## config.mk

```make
export PLATFORM = sky130hd
export DESIGN_NAME = json_string_unescape_utf8_top
export DESIGN_NICKNAME = d
export VERILOG_FILES = /design/src/hw/rtl/jsu_pkg.sv /design/src/hw/rtl/jsu_front.sv /design/src/hw/rtl/jsu_queue.sv /design/src/hw/rtl/jsu_back.sv /design/src/hw/rtl/json_string_unescape_utf8_top.sv
export SDC_FILE = /design/constraint.sdc
export NUM_CORES = 1
export LEC_CHECK = 0
export ABC_AREA = 1
export BUFFER_PORTS_ARGS = -buffer_cell sky130_fd_sc_hd__buf_2
export CORE_MARGIN = 8
export CORE_UTILIZATION = 51
export DETAILED_ROUTE_END_ITERATION = 10
export PLACE_DENSITY_LB_ADDON = 0.12
export SYNTH_ARGS = -nofsm -noshare
export SYNTH_HDL_FRONTEND = slang
export SYNTH_SLANG_ARGS = --single-unit
```

## constraint.sdc

```tcl
create_clock -name clock -period 5.3 [get_ports clock]
set_input_delay 0.53 -clock clock [delete_from_list [all_inputs] [get_ports clock]]
set_output_delay 0.53 -clock clock [all_outputs]
set_load 0.01 [all_outputs]
```

## src/hw/rtl/jsu_pkg.sv

```systemverilog
// Shared types, codes and UTF-8 encode helpers for the JSON string unescaper.
// Used by jsu_front, jsu_queue, jsu_back and json_string_unescape_utf8_top.
`timescale 1ns / 1ps
`default_nettype none

package jsu_pkg;

   localparam int JSU_QUEUE_DEPTH = 4;
   localparam int CODE_W          = 21;

   typedef enum logic [3:0] {
      ERR_NONE       = 4'd0,
      ERR_CONTROL    = 4'd1,
      ERR_ESCAPE     = 4'd2,
      ERR_HEX        = 4'd3,
      ERR_SURROGATE  = 4'd4,
      ERR_LEAD       = 4'd5,
      ERR_TAIL       = 4'd6,
      ERR_CODE_POINT = 4'd7,
      ERR_UNTERM     = 4'd8,
      ERR_NO_QUOTE   = 4'd9
   } err_type;

   typedef enum logic [1:0] {
      JOB_CODE = 2'd0,
      JOB_DONE = 2'd1,
      JOB_ERR  = 2'd2
   } job_kind_type;

   // One queued job: a code point to encode, a done marker or an error.
   typedef struct packed {
      job_kind_type      kind;
      logic [CODE_W-1:0] code;
      err_type           err;
   } job_type;

   // Index of the final UTF-8 byte of a code point (byte count minus one).
   function automatic logic [1:0] utf8_last_idx(input logic [CODE_W-1:0] code);
      logic [1:0] n;
      if (code <= 21'h7f) begin
         n = 2'd0;
      end else if (code <= 21'h7ff) begin
         n = 2'd1;
      end else if (code <= 21'hffff) begin
         n = 2'd2;
      end else begin
         n = 2'd3;
      end
      return n;
   endfunction

   // Byte number idx of the UTF-8 form of a code point.
   function automatic logic [7:0] utf8_byte(input logic [CODE_W-1:0] code,
                                            input logic [1:0]        idx);
      logic [7:0] b;
      logic [1:0] last;
      last = utf8_last_idx(code);
      b    = 8'h00;
      case (last)
         2'd0: b = code[7:0];
         2'd1: b = (idx == 2'd0) ? {3'b110, code[10:6]} : {2'b10, code[5:0]};
         2'd2: begin
            case (idx)
               2'd0:    b = {4'b1110, code[15:12]};
               2'd1:    b = {2'b10, code[11:6]};
               default: b = {2'b10, code[5:0]};
            endcase
         end
         default: begin
            case (idx)
               2'd0:    b = {5'b11110, code[20:18]};
               2'd1:    b = {2'b10, code[17:12]};
               2'd2:    b = {2'b10, code[11:6]};
               default: b = {2'b10, code[5:0]};
            endcase
         end
      endcase
      return b;
   endfunction

endpackage

`default_nettype wire

```

## src/hw/rtl/jsu_front.sv

```systemverilog
// Front end: accepts input items and runs the string/escape/UTF-8 state machine.
// Depends on jsu_pkg; pushes result jobs into jsu_queue.
`timescale 1ns / 1ps
`default_nettype none

module jsu_front (
   input  wire logic            clock,
   input  wire logic            reset,
   input  wire logic            accept,
   input  wire logic            kind,
   input  wire logic [7:0]      data_byte,
   output logic                 push,
   output jsu_pkg::job_type     job
);
   import jsu_pkg::*;

   typedef enum logic [7:0] {
      PH_IDLE   = 8'b0000_0001,
      PH_STR    = 8'b0000_0010,
      PH_ESC    = 8'b0000_0100,
      PH_HEXHI  = 8'b0000_1000,
      PH_NEEDBS = 8'b0001_0000,
      PH_NEEDU  = 8'b0010_0000,
      PH_HEXLO  = 8'b0100_0000,
      PH_TAIL   = 8'b1000_0000
   } phase_type;

   phase_type          phase_ff, phase_in;
   logic [CODE_W-1:0]  acc_ff, acc_in;
   logic [9:0]         hs_ff, hs_in;
   logic [2:0]         dl_ff, dl_in;
   logic [1:0]         mc_ff, mc_in;

   logic               has_result;
   logic               clear_all;
   logic [3:0]         hexv;
   logic               hex_ok;
   logic [15:0]        hex_acc;
   logic [2:0]         dl_dec;
   logic [CODE_W-1:0]  tail_acc;
   logic [CODE_W-1:0]  tail_min;

   always_comb begin
      hex_ok = 1'b1;
      hexv   = 4'd0;
      if (data_byte >= 8'h30 && data_byte <= 8'h39) begin
         hexv = data_byte[3:0];
      end else if ((data_byte >= 8'h61 && data_byte <= 8'h66) ||
                   (data_byte >= 8'h41 && data_byte <= 8'h46)) begin
         hexv = data_byte[3:0] + 4'd9;
      end else begin
         hex_ok = 1'b0;
      end
   end

   assign hex_acc  = {acc_ff[11:0], hexv};
   assign dl_dec   = dl_ff - 3'd1;
   assign tail_acc = {acc_ff[14:0], data_byte[5:0]};
   assign tail_min = (mc_ff == 2'd3) ? 21'h10000 : (mc_ff == 2'd2) ? 21'h800 : 21'h80;

   always_comb begin
      phase_in   = phase_ff;
      acc_in     = acc_ff;
      hs_in      = hs_ff;
      dl_in      = dl_ff;
      mc_in      = mc_ff;
      has_result = 1'b0;
      clear_all  = 1'b0;
      job.kind   = JOB_CODE;
      job.code   = '0;
      job.err    = ERR_NONE;

      if (kind) begin
         has_result = 1'b1;
         clear_all  = 1'b1;
         job.kind   = JOB_ERR;
         job.err    = (phase_ff == PH_IDLE) ? ERR_NO_QUOTE : ERR_UNTERM;
      end else begin
         unique case (phase_ff)
            PH_IDLE: begin
               if (data_byte == 8'h22) begin
                  phase_in = PH_STR;
               end else if (!(data_byte == 8'h20 || data_byte == 8'h0a ||
                              data_byte == 8'h0d || data_byte == 8'h09)) begin
                  has_result = 1'b1;
                  clear_all  = 1'b1;
                  job.kind   = JOB_ERR;
                  job.err    = ERR_NO_QUOTE;
               end
            end
            PH_STR: begin
               if (data_byte == 8'h22) begin
                  has_result = 1'b1;
                  clear_all  = 1'b1;
                  job.kind   = JOB_DONE;
               end else if (data_byte < 8'h20) begin
                  has_result = 1'b1;
                  clear_all  = 1'b1;
                  job.kind   = JOB_ERR;
                  job.err    = ERR_CONTROL;
               end else if (data_byte == 8'h5c) begin
                  phase_in = PH_ESC;
               end else if (data_byte < 8'h80) begin
                  has_result = 1'b1;
                  job.code   = {13'd0, data_byte};
               end else if (data_byte >= 8'hc2 && data_byte <= 8'hdf) begin
                  dl_in    = 3'd1;
                  acc_in   = {16'd0, data_byte[4:0]};
                  mc_in    = 2'd1;
                  phase_in = PH_TAIL;
               end else if (data_byte >= 8'he0 && data_byte <= 8'hef) begin
                  dl_in    = 3'd2;
                  acc_in   = {17'd0, data_byte[3:0]};
                  mc_in    = 2'd2;
                  phase_in = PH_TAIL;
               end else if (data_byte >= 8'hf0 && data_byte <= 8'hf4) begin
                  dl_in    = 3'd3;
                  acc_in   = {18'd0, data_byte[2:0]};
                  mc_in    = 2'd3;
                  phase_in = PH_TAIL;
               end else begin
                  has_result = 1'b1;
                  clear_all  = 1'b1;
                  job.kind   = JOB_ERR;
                  job.err    = ERR_LEAD;
               end
            end
            PH_ESC: begin
               phase_in = PH_STR;
               unique case (data_byte)
                  8'h22, 8'h5c, 8'h2f: begin
                     has_result = 1'b1;
                     job.code   = {13'd0, data_byte};
                  end
                  8'h62: begin has_result = 1'b1; job.code = 21'h08; end
                  8'h66: begin has_result = 1'b1; job.code = 21'h0c; end
                  8'h6e: begin has_result = 1'b1; job.code = 21'h0a; end
                  8'h72: begin has_result = 1'b1; job.code = 21'h0d; end
                  8'h74: begin has_result = 1'b1; job.code = 21'h09; end
                  8'h75: begin
                     phase_in = PH_HEXHI;
                     dl_in    = 3'd4;
                     acc_in   = '0;
                  end
                  default: begin
                     has_result = 1'b1;
                     clear_all  = 1'b1;
                     job.kind   = JOB_ERR;
                     job.err    = ERR_ESCAPE;
                  end
               endcase
            end
            PH_HEXHI, PH_HEXLO: begin
               if (!hex_ok) begin
                  has_result = 1'b1;
                  clear_all  = 1'b1;
                  job.kind   = JOB_ERR;
                  job.err    = ERR_HEX;
               end else if (dl_dec != 3'd0) begin
                  acc_in = {5'd0, hex_acc};
                  dl_in  = dl_dec;
               end else begin
                  acc_in = '0;
                  dl_in  = 3'd0;
                  if (phase_ff == PH_HEXHI) begin
                     if (hex_acc >= 16'hd800 && hex_acc <= 16'hdbff) begin
                        hs_in    = hex_acc[9:0];
                        phase_in = PH_NEEDBS;
                     end else if (hex_acc >= 16'hdc00) begin
                        // A lone low surrogate (0xdc00 up to 0xdfff) is refused;
                        // anything above 0xdfff is an ordinary BMP code point.
                        if (hex_acc <= 16'hdfff) begin
                           has_result = 1'b1;
                           clear_all  = 1'b1;
                           job.kind   = JOB_ERR;
                           job.err    = ERR_SURROGATE;
                        end else begin
                           phase_in   = PH_STR;
                           has_result = 1'b1;
                           job.code   = {5'd0, hex_acc};
                        end
                     end else begin
                        phase_in   = PH_STR;
                        has_result = 1'b1;
                        job.code   = {5'd0, hex_acc};
                     end
                  end else begin
                     if (hex_acc < 16'hdc00 || hex_acc > 16'hdfff) begin
                        has_result = 1'b1;
                        clear_all  = 1'b1;
                        job.kind   = JOB_ERR;
                        job.err    = ERR_SURROGATE;
                     end else begin
                        hs_in      = '0;
                        phase_in   = PH_STR;
                        has_result = 1'b1;
                        job.code   = 21'h10000 + {1'b0, hs_ff, hex_acc[9:0]};
                     end
                  end
               end
            end
            PH_NEEDBS: begin
               if (data_byte == 8'h5c) begin
                  phase_in = PH_NEEDU;
               end else begin
                  has_result = 1'b1;
                  clear_all  = 1'b1;
                  job.kind   = JOB_ERR;
                  job.err    = ERR_SURROGATE;
               end
            end
            PH_NEEDU: begin
               if (data_byte == 8'h75) begin
                  phase_in = PH_HEXLO;
                  dl_in    = 3'd4;
                  acc_in   = '0;
               end else begin
                  has_result = 1'b1;
                  clear_all  = 1'b1;
                  job.kind   = JOB_ERR;
                  job.err    = ERR_SURROGATE;
               end
            end
            PH_TAIL: begin
               if (data_byte[7:6] != 2'b10) begin
                  has_result = 1'b1;
                  clear_all  = 1'b1;
                  job.kind   = JOB_ERR;
                  job.err    = ERR_TAIL;
               end else if (dl_dec != 3'd0) begin
                  acc_in = tail_acc;
                  dl_in  = dl_dec;
               end else begin
                  acc_in = '0;
                  dl_in  = 3'd0;
                  mc_in  = 2'd0;
                  if (tail_acc < tail_min || tail_acc > 21'h10ffff ||
                      (tail_acc >= 21'hd800 && tail_acc <= 21'hdfff)) begin
                     has_result = 1'b1;
                     clear_all  = 1'b1;
                     job.kind   = JOB_ERR;
                     job.err    = ERR_CODE_POINT;
                  end else begin
                     phase_in   = PH_STR;
                     has_result = 1'b1;
                     job.code   = tail_acc;
                  end
               end
            end
            default: begin
               clear_all = 1'b1;
            end
         endcase
      end

      // Every error or done result returns all state to its reset value.
      if (clear_all) begin
         phase_in = PH_IDLE;
         acc_in   = '0;
         hs_in    = '0;
         dl_in    = '0;
         mc_in    = '0;
      end
   end

   assign push = accept && has_result;

   always_ff @(posedge clock) begin
      if (reset) begin
         phase_ff <= PH_IDLE;
         acc_ff   <= '0;
         hs_ff    <= '0;
         dl_ff    <= '0;
         mc_ff    <= '0;
      end else if (accept) begin
         phase_ff <= phase_in;
         acc_ff   <= acc_in;
         hs_ff    <= hs_in;
         dl_ff    <= dl_in;
         mc_ff    <= mc_in;
      end
   end

endmodule

`default_nettype wire

```

## src/hw/rtl/jsu_queue.sv

```systemverilog
// Short job queue between front end and back end of the unescaper.
// Depends on jsu_pkg for the job type.
`timescale 1ns / 1ps
`default_nettype none

module jsu_queue #(
   parameter int DEPTH = jsu_pkg::JSU_QUEUE_DEPTH
) (
   input  wire logic            clock,
   input  wire logic            reset,
   input  wire logic            push,
   input  wire jsu_pkg::job_type push_job,
   input  wire logic            pop,
   output logic                 full,
   output logic                 not_empty,
   output jsu_pkg::job_type     head_job
);
   import jsu_pkg::*;

   localparam int PTR_W = (DEPTH > 1) ? $clog2(DEPTH) : 1;
   localparam int CNT_W = $clog2(DEPTH + 1);
   localparam logic [PTR_W-1:0] LAST_PTR = PTR_W'(DEPTH - 1);
   localparam logic [CNT_W-1:0] FULL_CNT = CNT_W'(DEPTH);

   job_type           slot_ff [DEPTH];
   logic [PTR_W-1:0]  wr_ptr_ff, wr_ptr_in;
   logic [PTR_W-1:0]  rd_ptr_ff, rd_ptr_in;
   logic [CNT_W-1:0]  count_ff, count_in;

   assign full      = (count_ff == FULL_CNT);
   assign not_empty = (count_ff != '0);
   assign head_job  = slot_ff[rd_ptr_ff];

   always_comb begin
      wr_ptr_in = wr_ptr_ff;
      rd_ptr_in = rd_ptr_ff;
      count_in  = count_ff;
      if (push) begin
         wr_ptr_in = (wr_ptr_ff == LAST_PTR) ? '0 : wr_ptr_ff + 1'b1;
      end
      if (pop) begin
         rd_ptr_in = (rd_ptr_ff == LAST_PTR) ? '0 : rd_ptr_ff + 1'b1;
      end
      if (push && !pop) begin
         count_in = count_ff + 1'b1;
      end else if (pop && !push) begin
         count_in = count_ff - 1'b1;
      end
   end

   always_ff @(posedge clock) begin
      if (push) begin
         slot_ff[wr_ptr_ff] <= push_job;
      end
   end

   always_ff @(posedge clock) begin
      if (reset) begin
         wr_ptr_ff <= '0;
         rd_ptr_ff <= '0;
         count_ff  <= '0;
      end else begin
         wr_ptr_ff <= wr_ptr_in;
         rd_ptr_ff <= rd_ptr_in;
         count_ff  <= count_in;
      end
   end

endmodule

`default_nettype wire

```

## src/hw/rtl/jsu_back.sv

```systemverilog
// Back end: turns queued jobs into result items, one UTF-8 byte or status per item.
// Depends on jsu_pkg for the job type and the UTF-8 encode functions.
`timescale 1ns / 1ps
`default_nettype none

module jsu_back (
   input  wire logic            clock,
   input  wire logic            reset,
   input  wire logic            head_valid,
   input  wire jsu_pkg::job_type head_job,
   output logic                 pop,
   output logic                 rsp_valid,
   input  wire logic            rsp_stall,
   output logic [7:0]           rsp_out_byte,
   output logic                 rsp_byte_valid,
   output logic                 rsp_last,
   output logic                 rsp_done_res,
   output logic [3:0]           rsp_error_code
);
   import jsu_pkg::*;

   logic        valid_ff, valid_in;
   logic [1:0]  idx_ff, idx_in;
   logic [7:0]  byte_ff, byte_in;
   logic        bvalid_ff, bvalid_in;
   logic        last_ff, last_in;
   logic        done_ff, done_in;
   err_type     err_ff, err_in;
   logic        load;

   // A waiting queue head is loaded whenever the output register is empty or being taken.
   assign load = head_valid && (!valid_ff || !rsp_stall);

   always_comb begin
      byte_in   = 8'h00;
      bvalid_in = 1'b0;
      last_in   = 1'b1;
      done_in   = 1'b0;
      err_in    = ERR_NONE;
      case (head_job.kind)
         JOB_CODE: begin
            byte_in   = utf8_byte(head_job.code, idx_ff);
            bvalid_in = 1'b1;
            last_in   = (idx_ff == utf8_last_idx(head_job.code));
         end
         JOB_DONE: done_in = 1'b1;
         default:  err_in  = head_job.err;
      endcase
      pop      = load && last_in;
      idx_in   = load ? (last_in ? 2'd0 : idx_ff + 2'd1) : idx_ff;
      valid_in = load ? 1'b1 : (valid_ff && rsp_stall);
   end

   always_ff @(posedge clock) begin
      if (reset) begin
         valid_ff <= 1'b0;
         idx_ff   <= 2'd0;
      end else begin
         valid_ff <= valid_in;
         idx_ff   <= idx_in;
      end
   end

   always_ff @(posedge clock) begin
      if (load) begin
         byte_ff   <= byte_in;
         bvalid_ff <= bvalid_in;
         last_ff   <= last_in;
         done_ff   <= done_in;
         err_ff    <= err_in;
      end
   end

   assign rsp_valid      = valid_ff;
   assign rsp_out_byte   = byte_ff;
   assign rsp_byte_valid = bvalid_ff;
   assign rsp_last       = last_ff;
   assign rsp_done_res   = done_ff;
   assign rsp_error_code = err_ff;

`ifndef SYNTHESIS
   a_reset_clears_out: assert property (@(posedge clock) reset |=> !rsp_valid)
      else $error("result valid after reset");
   a_pop_needs_head: assert property (@(posedge clock) disable iff (reset)
      pop |-> head_valid)
      else $error("queue popped while empty");
   a_mid_job_holds_head: assert property (@(posedge clock) disable iff (reset)
      (idx_ff != 2'd0) |-> head_valid && (head_job.kind == JOB_CODE))
      else $error("multi-byte code point lost its queue entry");
   a_status_is_last: assert property (@(posedge clock) disable iff (reset)
      (rsp_valid && !rsp_byte_valid) |-> rsp_last)
      else $error("done or error item not marked last");
   a_error_no_byte: assert property (@(posedge clock) disable iff (reset)
      (rsp_valid && rsp_error_code != ERR_NONE) |-> !rsp_byte_valid && !rsp_done_res)
      else $error("error item carries a byte or done flag");
`endif

endmodule

`default_nettype wire

```

## src/hw/rtl/json_string_unescape_utf8_top.sv

```systemverilog
// Top level of the streaming JSON string unescaper with UTF-8 validation.
// Depends on jsu_pkg and instantiates jsu_front, jsu_queue and jsu_back.
// The front end takes one input item per clock cycle unless the queue is full:
// it skips blanks, checks the opening quote, decodes escapes and \uXXXX (joining
// surrogate pairs) and validates raw UTF-8. Every item that yields output
// becomes one job in a short queue (QUEUE_DEPTH entries). The back end drains
// the queue and sends one result item per cycle while rsp_stall is low, through
// a registered output: a code point gives one to four byte items, a closing
// quote gives one done item and a violation gives one error item, after which
// the decoder is idle again. Items that yield nothing (blanks, escape starts,
// lead bytes, hex digits and continuation bytes that end no character) never
// reach the queue. So input runs at one item per cycle while the output keeps
// up; a code point leaves the queue with its last byte, and req_stall rises only
// when the queue is full. It has no configuration registers or clearing pass.
`timescale 1ns / 1ps
`default_nettype none

module json_string_unescape_utf8_top #(
   parameter int QUEUE_DEPTH = jsu_pkg::JSU_QUEUE_DEPTH
) (
   input  wire logic        clock,
   input  wire logic        reset,
   input  wire logic        req_valid,
   output logic             req_stall,
   input  wire logic        req_kind,
   input  wire logic [7:0]  req_data_byte,
   output logic             rsp_valid,
   input  wire logic        rsp_stall,
   output logic [7:0]       rsp_out_byte,
   output logic             rsp_byte_valid,
   output logic             rsp_last,
   output logic             rsp_done_res,
   output logic [3:0]       rsp_error_code
);
   import jsu_pkg::*;

   logic     accept;
   logic     push;
   logic     pop;
   logic     q_full;
   logic     q_not_empty;
   job_type  front_job;
   job_type  head_job;

   // The input side is held off only by a full queue, never by the output.
   assign req_stall = q_full;
   assign accept    = req_valid && !q_full;

   jsu_front u_front (
      .clock     (clock),
      .reset     (reset),
      .accept    (accept),
      .kind      (req_kind),
      .data_byte (req_data_byte),
      .push      (push),
      .job       (front_job)
   );

   jsu_queue #(
      .DEPTH (QUEUE_DEPTH)
   ) u_queue (
      .clock     (clock),
      .reset     (reset),
      .push      (push),
      .push_job  (front_job),
      .pop       (pop),
      .full      (q_full),
      .not_empty (q_not_empty),
      .head_job  (head_job)
   );

   jsu_back u_back (
      .clock          (clock),
      .reset          (reset),
      .head_valid     (q_not_empty),
      .head_job       (head_job),
      .pop            (pop),
      .rsp_valid      (rsp_valid),
      .rsp_stall      (rsp_stall),
      .rsp_out_byte   (rsp_out_byte),
      .rsp_byte_valid (rsp_byte_valid),
      .rsp_last       (rsp_last),
      .rsp_done_res   (rsp_done_res),
      .rsp_error_code (rsp_error_code)
   );

endmodule

`default_nettype wire

```

======== After elaboration in Yosys (flattened, before gate mapping) ========
Memories as Yosys holds them, arrays and structs flattened. A register that Yosys moved wholly into a read port is not among the register bits.
Cells that the tools add are included.
storage, ports and cells
  input bits .............................. 13
  memories ................................ 1
  word-level logic and storage cells ...... 345
  register bits ........................... 63
  memory bits (writable) .................. 108
memory list
  name             words  width  rd ports  clocked after Yosys merged registers in  write ports  RTL line         RTL
  u_queue.slot_ff  4      27     1         1                                        1            jsu_queue.sv:25  job_type slot_ff [DEPTH];
cells by class
  mux-type cells .......................... 191
  equality and inequality tests ........... 55
  $lt $le $gt $ge ......................... 27
  reduce and logical (&&, ||, !) cells .... 48
  add/sub/neg operators ................... 8
operator list
  kind                  number
  $mux 15               14
  $mux 8                23
  $mux 21               7
  $mux 27               5
  $pmux 21 s4           1
  $mux 10               8
  $mux 2                38
  $mux 3                22
  $eq 8x7->1 const B    8
  $pmux 15 s4           1
  $pmux 8 s7            1
  $mux 4                12
  $pmux 8 s6            1
  $mux 1                44
  $le 21x16->1 const B  2
  $eq 8x4->1 const B    4
  $eq 8x6->1 const B    4
  $ge 16x16->1 const B  2
  $le 16x16->1 const B  2
  $mux 16               2
  $ne 3x2->1 const B    10
  $pmux 4 s7            1
  $mux 25               1
  $ge 8x8->1 const B    3
  other kinds (61)      113

======== Depth between registers and ports, before layout ========
Gate-level depths: netlist (run 1).
  word-level depth ........................ 18
  depth in mapped cells ................... 22
  depth with buffers taken out ............ 20

======== Hierarchy ========
From an unflattened synthesis (run 1), not the netlist that was laid out.
second synthesis, totals
  cell total of the unflattened synthesis .. 1185
  area total of the unflattened synthesis .. 9851.9 µm²
by module, submodules not included
  module                         seq. area each (µm²)  cells an instance  times used  area each (µm²)
  jsu_queue                      3423.3                321                1           4513.1
  jsu_front                      760.7                 700                1           4026.4
  jsu_back                       510.5                 162                1           1302.5
  json_string_unescape_utf8_top  0.0                   2                  1           10.0

======== Least setup slack after synthesis (run 1) ========
OpenSTA, ideal clock, no wires.
  kind .................................... input to register
  start ................................... in req_data_byte[0]
  end ..................................... mem u_queue.slot_ff[0][0] in the netlist's numbering, enable pin
  arrival ................................. 2936 ps
  library setup time ...................... 411 ps
  path slack .............................. 1953 ps
  path buffers ............................ 0
  stages on the path ...................... 13
  required time ........................... 4889 ps
  cell sequence ........................... inv_1 -> ha_1 -> nor2_1 -> nand2_1 -> nand3_1 -> nand2_1 -> nor2_1 -> inv_1 -> o21ai_0 -> nor2_1 -> o2111ai_1 -> nand2_1 -> nor2_1
on the way
  longest elaborated chain between the ends .. 16
  elaborated cells on any way between the ends .. 59
  classes of those cells .................. add/sub (1); order compare (16); eq/ne (7); mux (23); reduce/logical (12)
RTL lines
  element                                              RTL line                             RTL
  start: declaration                                   json_string_unescape_utf8_top.sv:26  input wire logic [7:0] req_data_byte,
  $ge 8x7->1, or another cell as far along             jsu_front.sv:48                      end else if ((data_byte >= 8'h61 && data_byte <= 8'h66) ||
  $logic_and 1x1->1 (on tied branches)                 jsu_front.sv:48, jsu_front.sv:49
  $logic_or 1x1->1                                     jsu_front.sv:48
  $mux 4                                               jsu_front.sv:48
  $mux 4                                               jsu_front.sv:46                      if (data_byte >= 8'h30 && data_byte <= 8'h39) begin
  $ge 16x16->1 / $le 16x16->1 (equally long branches)  jsu_front.sv:166                     if (hex_acc >= 16'hd800 && hex_acc <= 16'hdbff) begin
  $logic_and 1x1->1                                    jsu_front.sv:166
  $mux 1                                               jsu_front.sv:166
  $mux 1                                               jsu_front.sv:165                     if (phase_ff == PH_HEXHI) begin
  $mux 1                                               jsu_front.sv:159                     end else if (dl_dec != 3'd0) begin
  $mux 1                                               jsu_front.sv:154                     if (!hex_ok) begin
  $pmux 1 s6 *                                         jsu_front.sv:79                      unique case (phase_ff)
  $mux 1 *                                             jsu_front.sv:73                      if (kind) begin
  $logic_and 1x1->1 *                                  jsu_front.sv:266                     assign push = accept && has_result;
  $mux 1 *                                             jsu_queue.sv:52                      if (push) begin
  $mux 1 (implied by the code) *                       jsu_queue.sv:53                      slot_ff[wr_ptr_ff] <= push_job;
  end: declaration                                     jsu_queue.sv:25
Every way passes the cells marked *; elsewhere a longest branch is shown, timed or not.

==> results of run 1 <==
-- worst max-delay path by stage --
stage,from,end,cells after the start
after detailed placement,register,u_queue.count_ff[2],20
final,register,u_queue.count_ff[2],20
after CTS,register,u_queue.count_ff[2],20
after global placement,register,u_queue.count_ff[2],18
after floorplan,req_data_byte[0],u_queue.slot_ff[0][0],13
after global routing,register,u_queue.count_ff[2],18
-- state kept, by name (all words and copies together) (netlist names), 2 cells and up, named ones only --
signal / cells
u_front.hs_ff: 10
u_queue.rd_ptr_ff: 2
u_queue.count_ff: 3
u_front.phase_ff: 8
u_queue.wr_ptr_ff: 2
u_front.mc_ff: 2
u_front.dl_ff: 3
u_back.rsp_error_code: 4
u_front.acc_ff: 15
u_queue.slot_ff: 108
u_back.idx_ff: 2
u_back.rsp_out_byte: 8
-- synthesized netlist by cell type, drive strengths merged, types with 2 or more instances --
library cell,instances
or2,2
a21oi,45
o32ai,7
ha,23
a211oi,3
nand3b,4
clkinv,3
nor3b,2
a31oi,4
edfxtp,123
dfxtp,50
clkbuf,24
o211ai,8
nor3,22
a32oi,2
buf,19
inv,138
nand2,294
o22ai,22
a32o,2
xor2,5
o21ai,71
nor2,172
o221ai,5
nand3,100
nand4,31
-- per-layer routing --
layer / GRT usage / wire [um] / vias up
met2: 0.3666 / 12020 / 288
met4: 0.09142 / 863 / 0
met1: 0.2831 / 11410 / 3811
met5: 0 / 0 / -
met3: 0.04003 / 1407 / 65
li1: - / - / 4050
-- cell type report --
type                    count  share of cell area
repair buffers             39             0.02100
inverters                 141             0.05047
clock inverters            14             0.01384
flip-flops and latches    173              0.4476
well taps                 234             0.02792
clock buffers              18             0.04092
multi-input cells         833              0.3982
-- cell families after synthesis --
family	count (synthesis)	synth area share
XOR/XNOR	5	0.004563
flip-flops	173	0.4892
buffers and inverters	184	0.07666
adder cells (fa/ha/maj)	24	0.03207
AO/OA/AOI/OAI	175	0.1078
AND/OR/NAND/NOR	629	0.2897
-- critical path, cell delays in order, from the launching register on --
cell	delay [ps]
dfxtp_1	300
buf_4	230
inv_1	590
buf_4	300
nand3_1	90
nand2_1	120
nand2_1	70
nor2_1	130
nand2_1	60
nand2_1	120
nand2_1	80
nand2_1	70
o21ai_1	90
nand2_1	190
ha_1	180
inv_1	70
fa_1	430
a21oi_1	140
o21ai_0	110
o21ai_0	160
a21oi_1	60
-- power groups by stage --
stage                     sequential [mW]  clock [mW]  combinational, mW
after floorplan                      1.90           0               1.26
after global placement               1.90           0               1.79
after detailed placement             1.90           0               1.79
after CTS                            1.87        1.23               1.80
after global routing                 1.90        1.28               2.03
final                                1.88        1.21               1.79
-- metrics by stage --
| stage | area [um2] | hold WS (ps) |
|---|---|---|
| after global placement | 9913 | 450.5 |
| after global routing | 10490 | 481.8 |
| after detailed placement | 9913 | 460.3 |
| final | 10490 | 431.0 |
| after floorplan | 9597 | 434.3 |
| after CTS | 10490 | 420.6 |
==> impl_metrics.json, run 1 <==
{
  "setup_violations": 0,
  "synth-seq-cells": 173,
  "min_from": "rsp_stall",
  "cp.required_ps": 5620,
  "first_global_vias": 7921,
  "final_nets": 1242,
  "io_buffers": 29,
  "avgViaCountPerCell": 5.657,
  "hold_violations": 0,
  "final_cell_mix": "nand2_1, nor2_1, edfxtp_1",
  "final_cells": 1452,
  "power_mw": 4.875,
  "max_freq_ghz": 0.2704,
  "drv_cap": 0,
  "switchingPower_mw": 1.977,
  "drive_above_1_share": 0.1010,
  "syn_inst": 1190,
  "ir_worst_vdd_mv": 0.2390,
  "r2r-end": "u_queue.count_ff[2]",
  "place.gp.congestion": 0.9655,
  "pwr-share-seq": 0.385,
  "hold_end": "u_back.rsp_valid",
  "drt_iter0_drc": 728,
  "pwr-share-clk": 0.248,
  "place_ws_ps": 1607,
  "die_w_um": 153.2,
  "slew_headroom": 0.3802,
  "syn_avg_cell_area_um2": 8.064,
  "slew_viol_final": 0,
  "post-route-min-period_ps": 3698,
  "initial_core_util": 0.5165,
  "yosys-top-cells-area": "edfxtp_1, nand2_1, dfxtp_1",
  "regArea_mm2": 0.004695,
  "hp-class": "in -> reg",
  "async_reset_ff_frac": 0,
  "synth_edf_count": 123,
  "internal_power_mw": 2.899,
  "finClkSkew_ps": 12.92,
  "multiInputGateArea_mm2": 0.004177,
  "finalSetupTns_ps": 0,
  "cts_root_buf": "clkbuf_16",
  "ant_nets": 0,
  "io-pin-count": 30,
  "ctsHoldBuffers": 0,
  "die_y_um": 153.2,
  "rsz0062_at_grt": "false",
  "fill_cells": 1732,
  "cts_max_path_buffers": 2,
  "status": "finished clean",
  "track_usage": 0.2220,
  "vias": 8214,
  "detail_route.first_pass.iterations": 6,
  "switching_share": 0.4054,
  "synth_top_flop_cell": "edfxtp_1",
  "cellPowerDensity_mw_per_mm2": 464.9,
  "final_common_cell": "nand2_1",
  "grt_pass1_wl_um": 41880,
  "clk_latency_ps": 440,
  "wl_per_cell_um": 17.70,
  "hpwlAfterDp_um": 18350,
  "place_inst": 1420,
  "setup.worst_path.start_class": "register",
  "antenna_found_initial": 0,
  "setup_ws_ps": 1602,
  "hold_depth": 5,
  "syn_area_mm2": 0.009597,
  "worst_slew_pin_slew_ps": 926.3,
  "arrival_ps": 4020,
  "gr-total-overflow": 0,
  "reg2reg_slack_ps": 1600,
  "syn_nets": 1227,
  "leakagePower_nw": 4.226,
  "worstSetupEndpointType": "register",
  "crit_type": "reg -> reg",
  "drc": 0,
  "seq_area_frac_synth": 0.4892,
  "path_clk_slew_ps": 70,
  "numCtsBuffers": 17,
  "pwr-share-comb": 0.367,
  "synth_cell_type_count": 52,
  "cts_setup_buffers": 0,
  "diodes": 0,
  "area_growth_pct": 9.283,
  "core_mm2": 0.01858,
  "die-area_mm2": 0.02346,
  "synth.top_cell.area_share": 0.3849,
  "clock-sinks": 173,
  "grt_max_degree": 55,
  "cts-resized-gates": 0,
  "drt-total-wl_um": 25700,
  "num_rows": 50,
  "utilization": 0.5644,
  "yosysWarnings": 0,
  "worstPathMaxFanout": 24,
  "synth_top_area_cell": "edfxtp_1",
  "cts-htree-levels": 4,
  "rr_worst_depth": 20,
  "fin_crit_sh": 0.6977,
  "cts_tree": "built"
}
No activity file was read; power rests on OpenSTA's default activity.
==> run 2, diff against run 1 <==
- clock period: 5.3 -> 3.1 ns (I/O delays scaled with it)
==> impl_metrics.json, run 2 (same netlist as run 1, synthesis figures left out) <==
{
  "status": "finished clean",
  "final_cell_mix": "nand2_1, nor2_1, edfxtp_1",
  "finalSetupTns_ps": 0,
  "wl_per_cell_um": 17.92,
  "ir_worst_vdd_mv": 0.4232,
  "cp.required_ps": 3300,
  "setup.worst_path.start_class": "register",
  "hold_end": "u_back.rsp_valid",
  "drv_cap": 0,
  "post-route-min-period_ps": 2876,
  "largest_register_ffs": 108,
  "reg2reg_slack_ps": 220,
  "grt_max_degree": 55,
  "ant_nets": 0,
  "clk_latency_ps": 430,
  "hpwlAfterDp_um": 19820,
  "top_regs": "u_queue.slot_ff x108, u_front.acc_ff x15, u_front.hs_ff x10",
  "detail_route.first_pass.iterations": 5,
  "rsz0062_at_grt": "true",
  "slew_viol_final": 0,
  "numCtsBuffers": 17,
  "cts_max_path_buffers": 2,
  "cts_root_buf": "clkbuf_16",
  "drt-total-wl_um": 27060,
  "cts-htree-levels": 4,
  "rr_worst_depth": 14,
  "utilization": 0.5956,
  "hold_violations": 0,
  "worstSetupEndpointType": "register",
  "r2r-end": "u_queue.slot_ff[2][22]",
  "place_inst": 1477,
  "die_y_um": 153.2,
  "vias": 8507,
  "fin_crit_sh": 0.9277,
  "finClkSkew_ps": 11.62,
  "drive_above_1_share": 0.1505,
  "fill_cells": 1698,
  "arrival_ps": 3080,
  "largest_register": "u_queue.slot_ff",
  "die_w_um": 153.2,
  "place.gp.congestion": 0.9592,
  "final_nets": 1300,
  "hp-class": "in -> reg",
  "track_usage": 0.2302,
  "final_cells": 1510,
  "hold_depth": 5,
  "num_rows": 50,
  "place_ws_ps": 5.322,
  "worst_slew_pin_slew_ps": 839.0,
  "final_common_cell": "nand2_1",
  "io_buffers": 29,
  "antenna_found_initial": 0,
  "setup_ws_ps": 224.0,
  "reg2reg_from": "u_front.acc_ff[10]",
  "path_clk_slew_ps": 70,
  "crit_type": "reg -> reg",
  "worstPathMaxFanout": 8,
  "core_mm2": 0.01858,
  "die-area_mm2": 0.02346,
  "slew_headroom": 0.4348,
  "grt_pass1_wl_um": 42990,
  "power_mw": 8.781,
  "io-pin-count": 30,
  "clock-sinks": 173,
  "crit_chain": "inv_1, nand2_1, nor3_1, nand2_1, nand2_1, nand2_1, inv_1, nand2_1, buf_4, inv_1, nand3_1, inv_1, nand2_1, a21oi_1",
  "cp_slowest_cell": "dfxtp_1",
  "cts_tree": "built",
  "diodes": 0,
  "setup_violations": 0,
  "leakagePower_nw": 4.550,
  "drt_iter0_drc": 741,
  "cellPowerDensity_mw_per_mm2": 793.4,
  "area_growth_pct": 15.32,
  "min_from": "rsp_stall",
  "max_freq_ghz": 0.3477,
  "initial_core_util": 0.5165,
  "first_global_vias": 8126,
  "ctsHoldBuffers": 0,
  "slowest_delay_ps": 390,
  "avgViaCountPerCell": 5.634,
  "crit_top_cell": "nand2_1",
  "gr-total-overflow": 0,
  "drc": 0
}
run 2: per-stage QoR:
step	area (um2)	hold slack, ps
after floorplan	9597	379.1
after global placement	10400	452.5
after detailed placement	10400	461.1
after CTS	10990	210.2
after global routing	11070	293.3
final	11070	218.4
run 2: layout make-up:
type,count,area [um2],share of cell area
flip-flops and latches,173,4700,0.4246
multi-input cells,833,4209,0.3803
repair buffers,97,747.0,0.06750
inverters,141,536.8,0.04850
clock buffers,18,439.2,0.03968
well taps,234,292.8,0.02646
clock inverters,14,142.6,0.01289
run 2: where the power goes:
group / total (mW) / leakage, nW / internal, mW / switching [mW]
Combinational: 3.49 / 2.82 / 1.21 / 2.28
Sequential: 3.21 / 1.44 / 2.99 / 0.219
Clock: 2.08 / 0.287 / 1.10 / 0.982
Total: 8.78 / 4.55 / 5.30 / 3.48
run 2: metal layers:
layer,up-vias,wire (um),GRT usage
li1,4154,-,-
met2,337,12960,0.3901
met3,92,1516,0.03721
met5,-,0,0
met1,3924,11480,0.2835
met4,0,1105,0.1065
run 2: what timing repair did:
| item | 4_1_cts | 5_1_grt |
|---|---|---|
| setup endpoints to repair | 1 | 27 |
| setup buffers | 0 | 0 |
| resized for setup | 1 | 19 |
| cloned | 0 | 1 |
run 2: critical path, delay by kind of cell (launching register included):
kind | cells | cell delay (ps)
and+or+nand+nor | 8 | 1180
AOI/OAI and AO/OA | 1 | 340
DFF | 1 | 390
buffers and inverters | 5 | 730
run 2: how the worst max path moves through the flow:
stage / from / endpoint / slack (ps) / depth (start not counted)
detailed placement: register / u_queue.count_ff[2] / 5 / 20
floorplan: u_front.dl_ff[0] / u_queue.slot_ff[0][0] / -40 / 10
global placement: register / u_queue.count_ff[2] / 5 / 20
global route: register / u_queue.count_ff[2] / -10 / 17
finish: u_front.acc_ff[10] / u_queue.slot_ff[2][22] / 220 / 14
CTS: register / u_queue.count_ff[2] / 120 / 20
